--- src/rtl/tlshp_pkg.sv ---
// Shared types, codes and helpers for the TLS hello parser.
// Used by every module of the block; depends on nothing.
`default_nettype none

package tlshp_pkg;

  // Capacity of suite items per payload
  localparam int MaxSuitesDefault = 64;

  // Parse phases
  localparam logic [3:0] PhRec      = 4'd0;
  localparam logic [3:0] PhHs       = 4'd1;
  localparam logic [3:0] PhRand     = 4'd2;
  localparam logic [3:0] PhSidLen   = 4'd3;
  localparam logic [3:0] PhSid      = 4'd4;
  localparam logic [3:0] PhCsLenHi  = 4'd5;
  localparam logic [3:0] PhCsLenLo  = 4'd6;
  localparam logic [3:0] PhCsHi     = 4'd7;
  localparam logic [3:0] PhCsLo     = 4'd8;
  localparam logic [3:0] PhCompLen  = 4'd9;
  localparam logic [3:0] PhComp     = 4'd10;
  localparam logic [3:0] PhExtHi    = 4'd11;
  localparam logic [3:0] PhExtLo    = 4'd12;
  localparam logic [3:0] PhExtBody  = 4'd13;
  localparam logic [3:0] PhDone     = 4'd14;
  localparam logic [3:0] PhError    = 4'd15;

  // Status codes
  localparam logic [2:0] StOk        = 3'd0;
  localparam logic [2:0] StTruncated = 3'd1;
  localparam logic [2:0] StBadRecord = 3'd2;
  localparam logic [2:0] StBadType   = 3'd3;
  localparam logic [2:0] StBadVer    = 3'd4;
  localparam logic [2:0] StLongSid   = 3'd5;
  localparam logic [2:0] StOffsetOvf = 3'd6;

  // Result kinds
  localparam logic KindSuite  = 1'b0;
  localparam logic KindStatus = 1'b1;

  // Protocol constants
  localparam logic [7:0]  RecTypeHandshake = 8'd22;
  localparam logic [7:0]  VerMajor         = 8'd3;
  localparam logic [7:0]  VerMinorMax      = 8'd3;
  localparam logic [7:0]  HsClientHello    = 8'd1;
  localparam logic [7:0]  HsServerHello    = 8'd2;
  localparam logic [7:0]  SessionIdMax     = 8'd32;
  localparam logic [15:0] HsHeaderLen      = 16'd6;
  localparam logic [15:0] RandomLen        = 16'd32;
  localparam logic [15:0] GreaseMask       = 16'h0F0F;
  localparam logic [15:0] GreasePattern    = 16'h0A0A;
  localparam logic [15:0] PosMax           = 16'hFFFF;

  // Result queue depth
  localparam int QDepth = 4;
  localparam int QPtrW  = $clog2(QDepth);
  localparam int QCntW  = $clog2(QDepth + 1);

  // One result item
  typedef struct packed {
    logic        kind;
    logic [15:0] suite;
    logic [2:0]  status;
    logic        srv_hello;
    logic [15:0] ext_offset;
    logic [15:0] ext_length;
    logic        last_result;
  } result_t;

  // Results produced by one accepted beat
  typedef struct packed {
    logic [1:0] count;
    result_t    res_a;
    result_t    res_b;
  } push_t;

  function automatic logic is_grease(input logic [15:0] v);
    is_grease = ((v & GreaseMask) == GreasePattern) && (v[15:8] == v[7:0]);
  endfunction

endpackage

`default_nettype wire

--- src/rtl/tlshp_parse.sv ---
// Parse state and per-beat decode of the hello payload.
// Depends on tlshp_pkg; feeds tlshp_outq with zero to two results per beat.
`default_nettype none

module tlshp_parse #(
  parameter int MAX_SUITES = tlshp_pkg::MaxSuitesDefault
) (
  input  wire logic            clk,
  input  wire logic            rst_n,
  input  wire logic            fire,
  input  wire logic [7:0]      data_byte,
  input  wire logic            first,
  input  wire logic            last,
  input  wire logic            from_quic,
  output tlshp_pkg::push_t     push
);

  localparam logic [7:0] MaxSuitesC = 8'(MAX_SUITES);

  logic [15:0] pos_r, rem_r, ext_start_r, ext_size_r;
  logic [3:0]  phase_r;
  logic [7:0]  len_hi_r, suite_hi_r, emitted_r;
  logic        srv_r;
  logic [2:0]  err_r;

  logic [15:0] pos_nxt, rem_nxt, ext_start_nxt, ext_size_nxt;
  logic [3:0]  phase_nxt;
  logic [7:0]  len_hi_nxt, suite_hi_nxt, emitted_nxt;
  logic        srv_nxt;
  logic [2:0]  err_nxt;

  // State as seen by this beat, after a possible restart
  logic [15:0] cur_pos, cur_rem, cur_ext_start, cur_ext_size;
  logic [3:0]  cur_phase;
  logic [7:0]  cur_len_hi, cur_suite_hi, cur_emitted;
  logic        cur_srv;
  logic [2:0]  cur_err;

  logic [2:0]  hs_idx;
  logic [15:0] suite_val;
  logic        emit;
  tlshp_pkg::result_t suite_res, stat_res;

  // Restart on the first beat of a payload
  always_comb begin
    if (first) begin
      cur_pos       = '0;
      cur_rem       = from_quic ? tlshp_pkg::HsHeaderLen : '0;
      cur_phase     = from_quic ? tlshp_pkg::PhHs : tlshp_pkg::PhRec;
      cur_len_hi    = '0;
      cur_suite_hi  = '0;
      cur_emitted   = '0;
      cur_srv       = 1'b0;
      cur_err       = tlshp_pkg::StOk;
      cur_ext_start = '0;
      cur_ext_size  = '0;
    end else begin
      cur_pos       = pos_r;
      cur_rem       = rem_r;
      cur_phase     = phase_r;
      cur_len_hi    = len_hi_r;
      cur_suite_hi  = suite_hi_r;
      cur_emitted   = emitted_r;
      cur_srv       = srv_r;
      cur_err       = err_r;
      cur_ext_start = ext_start_r;
      cur_ext_size  = ext_size_r;
    end
  end

  assign hs_idx    = 3'd6 - cur_rem[2:0];
  assign suite_val = {cur_suite_hi, data_byte};

  // Advance the phase machine by one byte
  always_comb begin
    rem_nxt       = cur_rem;
    phase_nxt     = cur_phase;
    len_hi_nxt    = cur_len_hi;
    suite_hi_nxt  = cur_suite_hi;
    emitted_nxt   = cur_emitted;
    srv_nxt       = cur_srv;
    err_nxt       = cur_err;
    ext_start_nxt = cur_ext_start;
    ext_size_nxt  = cur_ext_size;
    emit          = 1'b0;
    case (cur_phase)
      tlshp_pkg::PhRec: begin
        if (cur_pos == 16'd0 && data_byte != tlshp_pkg::RecTypeHandshake) begin
          err_nxt = tlshp_pkg::StBadRecord; phase_nxt = tlshp_pkg::PhError;
        end else if (cur_pos == 16'd1 && data_byte != tlshp_pkg::VerMajor) begin
          err_nxt = tlshp_pkg::StBadRecord; phase_nxt = tlshp_pkg::PhError;
        end else if (cur_pos == 16'd2 && data_byte > tlshp_pkg::VerMinorMax) begin
          err_nxt = tlshp_pkg::StBadRecord; phase_nxt = tlshp_pkg::PhError;
        end else if (cur_pos >= 16'd4) begin
          phase_nxt = tlshp_pkg::PhHs; rem_nxt = tlshp_pkg::HsHeaderLen;
        end
      end
      tlshp_pkg::PhHs: begin
        if (hs_idx == 3'd0 && data_byte != tlshp_pkg::HsClientHello &&
            data_byte != tlshp_pkg::HsServerHello) begin
          err_nxt = tlshp_pkg::StBadType; phase_nxt = tlshp_pkg::PhError;
        end else if (hs_idx == 3'd4 && data_byte != tlshp_pkg::VerMajor) begin
          err_nxt = tlshp_pkg::StBadVer; phase_nxt = tlshp_pkg::PhError;
        end else if (hs_idx == 3'd5 &&
                     (data_byte == 8'd0 || data_byte > tlshp_pkg::VerMinorMax)) begin
          err_nxt = tlshp_pkg::StBadVer; phase_nxt = tlshp_pkg::PhError;
        end else begin
          if (hs_idx == 3'd0) srv_nxt = (data_byte == tlshp_pkg::HsServerHello);
          if (cur_rem <= 16'd1) begin
            phase_nxt = tlshp_pkg::PhRand; rem_nxt = tlshp_pkg::RandomLen;
          end else begin
            rem_nxt = cur_rem - 16'd1;
          end
        end
      end
      tlshp_pkg::PhRand: begin
        if (cur_rem <= 16'd1) begin
          rem_nxt = '0; phase_nxt = tlshp_pkg::PhSidLen;
        end else begin
          rem_nxt = cur_rem - 16'd1;
        end
      end
      tlshp_pkg::PhSidLen: begin
        if (data_byte > tlshp_pkg::SessionIdMax) begin
          err_nxt = tlshp_pkg::StLongSid; phase_nxt = tlshp_pkg::PhError;
        end else begin
          rem_nxt   = {8'd0, data_byte};
          phase_nxt = (data_byte != 8'd0) ? tlshp_pkg::PhSid : tlshp_pkg::PhCsLenHi;
        end
      end
      tlshp_pkg::PhSid: begin
        if (cur_rem <= 16'd1) begin
          rem_nxt = '0; phase_nxt = tlshp_pkg::PhCsLenHi;
        end else begin
          rem_nxt = cur_rem - 16'd1;
        end
      end
      tlshp_pkg::PhCsLenHi: begin
        len_hi_nxt = data_byte;
        phase_nxt  = tlshp_pkg::PhCsLenLo;
      end
      tlshp_pkg::PhCsLenLo: begin
        if (cur_srv) begin
          phase_nxt = tlshp_pkg::PhCompLen;
        end else begin
          rem_nxt   = {cur_len_hi, data_byte};
          phase_nxt = ({cur_len_hi, data_byte} != 16'd0) ? tlshp_pkg::PhCsHi
                                                         : tlshp_pkg::PhCompLen;
        end
      end
      tlshp_pkg::PhCsHi: begin
        if (cur_rem <= 16'd1) begin
          rem_nxt = '0; phase_nxt = tlshp_pkg::PhCompLen;
        end else begin
          suite_hi_nxt = data_byte;
          rem_nxt      = cur_rem - 16'd1;
          phase_nxt    = tlshp_pkg::PhCsLo;
        end
      end
      tlshp_pkg::PhCsLo: begin
        if (cur_rem != 16'd0) rem_nxt = cur_rem - 16'd1;
        emit = !tlshp_pkg::is_grease(suite_val) && (cur_emitted < MaxSuitesC);
        if (emit) emitted_nxt = cur_emitted + 8'd1;
        phase_nxt = (rem_nxt != 16'd0) ? tlshp_pkg::PhCsHi : tlshp_pkg::PhCompLen;
      end
      tlshp_pkg::PhCompLen: begin
        if (cur_srv) begin
          phase_nxt = tlshp_pkg::PhExtHi;
        end else begin
          rem_nxt   = {8'd0, data_byte};
          phase_nxt = (data_byte != 8'd0) ? tlshp_pkg::PhComp : tlshp_pkg::PhExtHi;
        end
      end
      tlshp_pkg::PhComp: begin
        if (cur_rem <= 16'd1) begin
          rem_nxt = '0; phase_nxt = tlshp_pkg::PhExtHi;
        end else begin
          rem_nxt = cur_rem - 16'd1;
        end
      end
      tlshp_pkg::PhExtHi: begin
        len_hi_nxt = data_byte;
        phase_nxt  = tlshp_pkg::PhExtLo;
      end
      tlshp_pkg::PhExtLo: begin
        if (cur_pos == tlshp_pkg::PosMax) begin
          err_nxt = tlshp_pkg::StOffsetOvf; phase_nxt = tlshp_pkg::PhError;
        end else begin
          ext_start_nxt = cur_pos + 16'd1;
          ext_size_nxt  = {cur_len_hi, data_byte};
          rem_nxt       = {cur_len_hi, data_byte};
          phase_nxt     = ({cur_len_hi, data_byte} != 16'd0) ? tlshp_pkg::PhExtBody
                                                             : tlshp_pkg::PhDone;
        end
      end
      tlshp_pkg::PhExtBody: begin
        if (cur_rem <= 16'd1) begin
          rem_nxt = '0; phase_nxt = tlshp_pkg::PhDone;
        end else begin
          rem_nxt = cur_rem - 16'd1;
        end
      end
      default: begin
      end
    endcase
  end

  // Saturate the byte position
  assign pos_nxt = (cur_pos != tlshp_pkg::PosMax) ? cur_pos + 16'd1 : cur_pos;

  // Build the suite and status items
  always_comb begin
    suite_res             = '0;
    suite_res.kind        = tlshp_pkg::KindSuite;
    suite_res.suite       = suite_val;
    suite_res.last_result = !last;
    stat_res              = '0;
    stat_res.kind         = tlshp_pkg::KindStatus;
    stat_res.last_result  = 1'b1;
    if (phase_nxt == tlshp_pkg::PhDone) begin
      stat_res.status     = tlshp_pkg::StOk;
      stat_res.srv_hello  = srv_nxt;
      stat_res.ext_offset = ext_start_nxt;
      stat_res.ext_length = ext_size_nxt;
    end else if (phase_nxt == tlshp_pkg::PhError) begin
      stat_res.status = err_nxt;
    end else begin
      stat_res.status = tlshp_pkg::StTruncated;
    end
  end

  // Order results: suite item first, status item after it
  always_comb begin
    push.count = {1'b0, fire & emit} + {1'b0, fire & last};
    push.res_a = emit ? suite_res : stat_res;
    push.res_b = stat_res;
  end

  // Hold the parse state; update on each accepted beat
  always_ff @(posedge clk) begin
    if (!rst_n) begin
      pos_r       <= '0;
      rem_r       <= '0;
      phase_r     <= tlshp_pkg::PhRec;
      len_hi_r    <= '0;
      suite_hi_r  <= '0;
      emitted_r   <= '0;
      srv_r       <= 1'b0;
      err_r       <= tlshp_pkg::StOk;
      ext_start_r <= '0;
      ext_size_r  <= '0;
    end else if (fire) begin
      pos_r       <= pos_nxt;
      rem_r       <= rem_nxt;
      phase_r     <= phase_nxt;
      len_hi_r    <= len_hi_nxt;
      suite_hi_r  <= suite_hi_nxt;
      emitted_r   <= emitted_nxt;
      srv_r       <= srv_nxt;
      err_r       <= err_nxt;
      ext_start_r <= ext_start_nxt;
      ext_size_r  <= ext_size_nxt;
    end
  end

endmodule

`default_nettype wire

--- src/rtl/tlshp_outq.sv ---
// Result queue: takes up to two results per cycle, hands out one per beat.
// Depends on tlshp_pkg; sits between tlshp_parse and the output channel.
`default_nettype none

module tlshp_outq (
  input  wire logic               clk,
  input  wire logic               rst_n,
  input  tlshp_pkg::push_t        push,
  output logic                    room,
  output logic                    q_valid,
  input  wire logic               q_ready,
  output tlshp_pkg::result_t      q_data
);

  localparam int DepthM2 = tlshp_pkg::QDepth - 2;

  tlshp_pkg::result_t mem [tlshp_pkg::QDepth];

  logic [tlshp_pkg::QPtrW-1:0] wr_ptr_r, wr_ptr_nxt, rd_ptr_r, rd_ptr_nxt;
  logic [tlshp_pkg::QCntW-1:0] cnt_r, cnt_nxt;
  logic [tlshp_pkg::QPtrW-1:0] wr_ptr_b;
  logic                        pop;

  assign pop      = q_valid & q_ready;
  assign wr_ptr_b = wr_ptr_r + tlshp_pkg::QPtrW'(1);

  assign q_valid = (cnt_r != '0);
  assign q_data  = mem[rd_ptr_r];
  // Leave space for a two-result beat
  assign room    = (cnt_r <= tlshp_pkg::QCntW'(DepthM2));

  // Advance pointers and fill count
  always_comb begin
    wr_ptr_nxt = wr_ptr_r + tlshp_pkg::QPtrW'(push.count);
    rd_ptr_nxt = rd_ptr_r + tlshp_pkg::QPtrW'(pop);
    cnt_nxt    = cnt_r + tlshp_pkg::QCntW'(push.count) - tlshp_pkg::QCntW'(pop);
  end

  always_ff @(posedge clk) begin
    if (!rst_n) begin
      wr_ptr_r <= '0;
      rd_ptr_r <= '0;
      cnt_r    <= '0;
    end else begin
      wr_ptr_r <= wr_ptr_nxt;
      rd_ptr_r <= rd_ptr_nxt;
      cnt_r    <= cnt_nxt;
    end
  end

  // Store results
  always_ff @(posedge clk) begin
    if (push.count != 2'd0) mem[wr_ptr_r] <= push.res_a;
    if (push.count == 2'd2) mem[wr_ptr_b] <= push.res_b;
  end

endmodule

`default_nettype wire

--- src/rtl/tls_hello_parser_unit.sv ---
// TLS hello parser top level: stream ports, parse stage and result queue.
// Depends on tlshp_pkg, tlshp_parse and tlshp_outq.
//
// Usage: feed a TLS Client or Server Hello payload one byte per beat on the
// in_ channel. in_tuser[0] marks the first byte and restarts parsing;
// in_tuser[1] says the payload has no record header (QUIC), sampled with the
// first byte; in_tlast marks the final byte.
// Results leave on the out_ channel. out_tuser is 0 for a cipher suite item
// and 1 for the status item sent after the final byte; out_tlast marks the
// last result caused by one input byte.
// Results are registered in the result queue, which drives out_.
// Throughput: one byte per cycle while in_tready is high. A final byte
// that also closes a cipher suite makes two results, which drain one per
// cycle from a four-entry result queue; in_tready is low while the queue
// holds more than two. Reset clears the parse state to "record header
// expected" and empties the queue. When the receiver stalls, the queue fills
// and in_tready drops; no result is lost.
`default_nettype none

module tls_hello_parser_unit #(
  parameter int MAX_SUITES = tlshp_pkg::MaxSuitesDefault
) (
  input  wire logic        clk,
  input  wire logic        rst_n,
  input  wire logic        in_tvalid,
  output logic             in_tready,
  input  wire logic [7:0]  in_tdata,   // [7:0] data_byte
  input  wire logic [1:0]  in_tuser,   // [0] first, [1] from_quic
  input  wire logic        in_tlast,   // last
  output logic             out_tvalid,
  input  wire logic        out_tready,
  output logic [55:0]      out_tdata,  // [15:0] suite, [18:16] status,
                                       // [19] srv_hello, [35:20] ext_offset,
                                       // [51:36] ext_length, [55:52] zero
  output logic             out_tuser,  // kind
  output logic             out_tlast   // last_result
);

  tlshp_pkg::push_t   push;
  tlshp_pkg::result_t q_data;
  logic               fire;
  logic               room;

  assign in_tready = room;
  assign fire      = in_tvalid & room;

  tlshp_parse #(
    .MAX_SUITES (MAX_SUITES)
  ) u_parse (
    .clk       (clk),
    .rst_n     (rst_n),
    .fire      (fire),
    .data_byte (in_tdata),
    .first     (in_tuser[0]),
    .last      (in_tlast),
    .from_quic (in_tuser[1]),
    .push      (push)
  );

  tlshp_outq u_outq (
    .clk     (clk),
    .rst_n   (rst_n),
    .push    (push),
    .room    (room),
    .q_valid (out_tvalid),
    .q_ready (out_tready),
    .q_data  (q_data)
  );

  // Pack the result beat
  assign out_tdata = {4'd0, q_data.ext_length, q_data.ext_offset,
                      q_data.srv_hello, q_data.status, q_data.suite};
  assign out_tuser = q_data.kind;
  assign out_tlast = q_data.last_result;

endmodule

`default_nettype wire

--- config.mk ---
export PLATFORM = sky130hd
export DESIGN_NAME = tls_hello_parser_unit
export DESIGN_NICKNAME = d
export VERILOG_FILES = /design/src/rtl/tlshp_pkg.sv /design/src/rtl/tlshp_parse.sv /design/src/rtl/tlshp_outq.sv /design/src/rtl/tls_hello_parser_unit.sv
export SDC_FILE = /design/constraint.sdc
export NUM_CORES = 1
export LEC_CHECK = 0
export BUFFER_PORTS_ARGS = -buffer_cell sky130_fd_sc_hd__buf_2
export CAP_MARGIN = 20
export CORE_UTILIZATION = 39
export DETAILED_ROUTE_END_ITERATION = 8
export HOLD_SLACK_MARGIN = 0.03
export SLEW_MARGIN = 20
export SYNTH_ARGS = -nofsm -noshare
export SYNTH_HDL_FRONTEND = slang
export SYNTH_SLANG_ARGS = --single-unit
--- constraint.sdc ---
create_clock -name clk -period 5.3 [get_ports clk]
set_input_delay 0.53 -clock clk [delete_from_list [all_inputs] [get_ports clk]]
set_output_delay 0.53 -clock clk [all_outputs]
set_load 0.1 [all_outputs]
Word-level counts from Yosys, hierarchy flattened
Memories as Yosys holds them, arrays and structs flattened. A register that Yosys moved wholly into a read port is not among the register bits.
Cells that the tools add are included.
{ "op_classes": {"addsub": 10, "n_mul": 0, "div": 0, "order_cmp": 6, "n_eq_ne": 29, "shift": 0, "n_mux": 85, "bitwise": 4, "n_reduce_logical": 24} }
{ "ops": {"columns": ["cell", "count"], "rows": [
  ["two-way mux 16 bit", 24],
  ["case mux 16 bit (8 select lines)", 1],
  ["two-way mux 4 bit", 19],
  ["two-way mux 8 bit", 8],
  ["case mux 4 bit (14 select lines)", 1],
  ["two-way mux 54 bit", 1],
  ["nonzero test 16 bit", 3],
  ["two-way mux 3 bit", 12],
  ["two-way mux 33 bit", 1],
  ["equality test 4 bit (second input constant)", 8],
  ["adder 16 x 1 -> 16 bit (second input constant)", 1],
  ["equality test 16 x 1 -> 1 bit (second input constant)", 1],
  ["equality test 16 bit (second input constant)", 1],
  ["equality test 16 x 2 -> 1 bit (second input constant)", 1],
  ["equality test 4 x 3 -> 1 bit (second input constant)", 4],
  [">= comparator 16 x 3 -> 1 bit (second input constant)", 1],
  ["<= comparator 16 x 1 -> 1 bit (second input constant)", 1],
  ["logical NOT 16 bit", 1],
  ["!= test 16 bit (second input constant)", 1],
  ["!= test 8 x 2 -> 1 bit (second input constant)", 2],
  ["subtractor 16 x 1 -> 16 bit (second input constant)", 1],
  ["two-way mux 1 bit", 15],
  ["case mux 3 bit (4 select lines)", 1],
  ["logical AND 1 bit", 9],
  ["other kinds (33)", 40]
]} }
{ "totals": {"register_bits": 103, "latchBits": 0, "ram_bits": 216, "romBits": 0, "output_inout_bits": 60, "wordCells": 172, "n_memories": 1} }
{ "memory_table": {"columns": ["name", "depth", "width", "read_ports", "rd_ports_with_merged_regs", "write_ports", "line", "text"], "rows": [
  ["u_outq.mem", 4, 54, 1, 1, 2, "tlshp_outq.sv:17", "tlshp_pkg::result_t mem [tlshp_pkg::QDepth];"]
]} }

Longest topological paths before layout
{ "logic_depth": {"word_depth": 13, "ltp_mapped": 19, "mapped_depth_nobuf": 16} }

Modules after synthesis
Synthesis repeated with hierarchy kept, for this count alone.
{ "hier_totals": {"hier_cells": 1545, "area_unflattened_um2": 18425.2} }
{ "modules_own_cells": {"columns": ["mod", "instances", "cells_each", "area_each_um2", "seq_area_each_um2"], "rows": [
  ["tlshp_outq", 1, 570, 11162.0, 6626.4],
  ["tlshp_parse", 1, 969, 7223.2, 1921.8],
  ["tls_hello_parser_unit", 1, 6, 40.0, 0.0]
]} }

Worst setup path before layout
OpenSTA, ideal clock, no wires.
{ "synth_path": {"path_kind": "reg-to-reg", "from": "reg u_outq.cnt_r[1] in the netlist's numbering", "to": "mem u_outq.mem[2][14] in the netlist's numbering, data pin", "t_arrival_ns": 5.136, "t_required_ns": 5.124, "slack_ns": -0.013, "stages_incl_launch_ff": 16, "synth_period_minus_slack_ns": 5.313, "cell_sequence": "dfxtp_1 a21oi_1 and2_1 clkbuf_1 clkbuf_1 clkbuf_1 nand2_1 inv_1 ha_1 nand2_1 nor2_1 a21oi_1 inv_1 o21ai_1 clkbuf_1 nor4_1"} }
{ "synth_lines": {"columns": ["element", "line", "text"], "rows": [
  ["from (decl)", "tlshp_outq.sv:20", "logic [tlshp_pkg::QCntW-1:0] cnt_r, cnt_nxt;"],
  ["from (signal assigned)", "tlshp_outq.sv:47", "cnt_r <= cnt_nxt;"],
  ["to (decl)", "tlshp_outq.sv:17", null]
]} }

==> run_results.csv <==
group,metric,value,unit
run_status,outcome,"complete, but fails checks",
run_status,violations,"DRC",
floorplanning,coreArea,41100,sq um
floorplanning,die_area,42700,sq um
global_route,grt_max_degree,90,
floorplanning,row_count,74,
synthesis,yosysTopAreaCellShare,26.5,%
global_route,grt_overflow,0,
min_path,min_from,"in_tlast",
critical_path,reg2reg_from,"u_parse.rem_r[1]$_SDFFE_PN0P_",
synthesis,synth_top_cells_by_area,"edfxtp_1 26%, dfxtp_1 21%, mux4_2 7.4%, nor4_1 3.7%, a22o_1 3.6%",
synthesis,yosys_most_used_dff,"dfxtp_1",
sta,timing.hold.ws,0.286,ns
synthesis,synthArstFlopShare,0,%
critical_path,timing_worst_setup_path_type,"flop to flop",
sta,hold_viol,0,
critical_path,slowest_delay,0.58,ns
critical_path,cp.required,5.53,ns
critical_path,critPathBufInv,3,
cts,clk_latency,0.53,ns
global_route,grt_pass1_wl,73.9,mm
cts,cts_buffers,36,
sta,slew_headroom,26.1,%
synthesis,synth_edf_count,144,
synthesis,synth_compound_area_share,16.1,%
synthesis,synthMuxAreaShare,7.94,%
layout,area.sequential,7830,sq um
critical_path,crit_start,"u_parse.rem_r[1]$_SDFFE_PN0P_",
synthesis,synth_seq_cells,319,
floorplanning,start_util,39.8,%
place,globalplace.congestion,0.891,
synthesis,synth_seq_area_share,47.9,%
synthesis,synthCells,1600,
synthesis,yosysMostFrequentCell,"dfxtp_1",
synthesis,synth_simple_gate_area_share,20.0,%
synthesis,synth_top_family_by_area,"simple AND/OR/NAND/NOR gates",
sta,worst_slew_pin_slew,1.10,ns
layout,final_layout_size_suffix_gt1_share,17.4,%
critical_path,startpoint_type,"flop",
min_path,hold_path_class,"primary input to flop",
sta,grt_setup_unrepaired,"no",
synthesis,synth_commonest_cells,"175 x dfxtp_1, 144 x edfxtp_1, 134 x nand2_1",
cts,cts.clk_slew.worst_paths,0.06,ns
layout,nets,1633,
floorplanning,io_pins,75,
cts,clk_path_buf_depth,3,
place,dpl.hpwl,29.9,mm
sta,final_max_slew_viol_count,0,
synthesis,ys_types,81,
layout,multi_input_area,7780,sq um
synthesis,avgSynthCellArea,10.2,sq um
cts,hold_buffers,0,
critical_path,cp_max_fo,56,
critical_path,cp_slowest_cell,"dfxtp_1",
critical_path,critPathTopFamily,"compound AO/OA/AOI/OAI gates",
critical_path,end_kind,"flop",
routing,vias,13200,
place,dpl_cell_area,17200,sq um
critical_path,arrival,4.91,ns
cts,root_buffer,"clkbuf_16",
routing,drt-initial-drc-count,1233,
synthesis,synthesis.area,16300,sq um
synthesis,synth_fa_ha_area_share,1.49,%
layout,nFillCells,3900,
routing,drc,6,
global_route,grt_pass1_vias,12900,
routing,vias_per_cell,6.13,
sta,finalSetupViolations,0,
sta,fin_ws,0.628,ns
power,power.density,473,nW/um^2
place,place_ws,0.464,ns
routing,postRouteAntennaNets,0,
layout,final_cell_area,18400,sq um
routing,finalWirelength,47.5,mm
sta,max_freq,214,MHz
routing,post_drt_wl_per_cell,22.0,um
synthesis,synth_xor_area_share,1.61,%
global_route,grtUsageTotal,22.2,%
sta,finalCritPeriodShare,88.2,%
flow_run,maxCapViolCount,0,
sta,finClkSkew,0.0186,ns
cts,clock-sinks,319,
cts,post_cts_buffers,0,
power,vdd_drop_max,0.220,mV
floorplanning,fp.dieW,207,um
synthesis,yosysWarningCount,0,
cts,cts_tree,"built",
power,p_leak,6.24,nW
cts,cts_resized,0,
synthesis,synth_area_leader_cell,"edfxtp_1",
critical_path,cp_cell_sequence,"inv_1, o21ai_0, inv_1, ha_1, nor2b_1, o311a_1, o211a_1, nor4_2, nand4_1, a211oi_1, o21a_4, buf_12, nor4_1",
global_route,antenna_found_initial,1,
place,port-buffer-count,70,
routing,firstDrtPassIters,9,
cts,htree_levels,2,
sta,tns,0,ns
sta,period_needed,4.67,ns
floorplanning,fp.dieH,207,um
layout,area_growth,12.4,%
critical_path,critPathMostFrequentCell,"inv_1",
metal layers:
| layer | part of all wire (%) | track usage [%] | routed length, um | vias to the layer above |
|---|---|---|---|---|
| li1 | - | - | - | 6103 |
| met1 | 44 | 31.0 | 21000 | 6473 |
| met2 | 46 | 35.5 | 21800 | 570 |
| met3 | 7.1 | 3.23 | 3390 | 102 |
| met4 | 2.6 | 6.91 | 1220 | 0 |
| met5 | 0 | 0 | 0 | - |
worst paths after layout:
kind	endpoint	slack (ns)	cells after the start
worst max-delay path	u_outq.mem[0][28]$_DFFE_PP_	0.63	13
worst min-delay path	u_outq.mem[3][0]$_SDFFE_PP1P_	0.29	2
worst max register to register	u_outq.mem[0][28]$_DFFE_PP_	0.63	13
worst min register to register	u_outq.mem[3][53]$_SDFFE_PP1P_	0.45	2
registers in the layout, indices dropped and copies added (netlist names):
register / count
u_parse.phase_r: 4
u_parse.srv_r: 1
u_outq.wr_ptr_r: 2
u_parse.rem_r: 16
u_parse.suite_hi_r: 8
u_outq.mem: 216
u_outq.cnt_r: 3
u_outq.rd_ptr_r: 2
u_parse.emitted_r: 8
u_parse.pos_r: 16
u_parse.ext_size_r: 16
u_parse.ext_start_r: 16
u_parse.err_r: 3
u_parse.len_hi_r: 8
cell usage in the layout (no fill, tap or decap), drive strengths merged, types with 18 or more instances in the layout:
cell,count
o21ai,61
and3,18
nor3,52
edfxtp,144
a21oi,74
mux4,54
xnor2,19
inv,28
clkbuf,46
dfxtp,175
buf,115
a22o,67
nand2,134
nand3,32
nor4,123
a22oi,44
nor2,130
power by group:
group          switching (W)  total, W  leakage (nW)  internal [W]
clock                0.00102   0.00252         0.586       0.00150
sequential          0.000203   0.00295          2.81       0.00274
combinational        0.00236   0.00321          2.85      0.000855
total                0.00358   0.00868          6.24       0.00510
logic make-up after synthesis:
group           after synthesis
fa+ha+maj                    19
mux                          62
buf+inv                     185
simple gates                608
flops                       319
xor+xnor                     30
compound gates              376
other cells                   1
layout make-up:
| cell class | count | share of cell area (%) |
|---|---|---|
| repair buffers | 115 | 4.22 |
| well taps | 532 | 3.62 |
| multi-input cells | 1099 | 42.4 |
| clock inverters | 20 | 1.02 |
| diodes | 2 | 0.0272 |
| inverters | 29 | 0.593 |
| flip-flops and latches | 319 | 42.6 |
| clock buffers | 46 | 5.50 |
stage by stage:
step                      instances  util [%]  power, W
after floorplan                1603         -   0.00552
after global placement         2094      41.7   0.00616
after detailed placement       2094      41.7   0.00618
after CTS                      2160      44.6   0.00870
after global routing           2160      44.7   0.00903
final                          2162      44.7   0.00868
(Power assumes the default switching activity.)
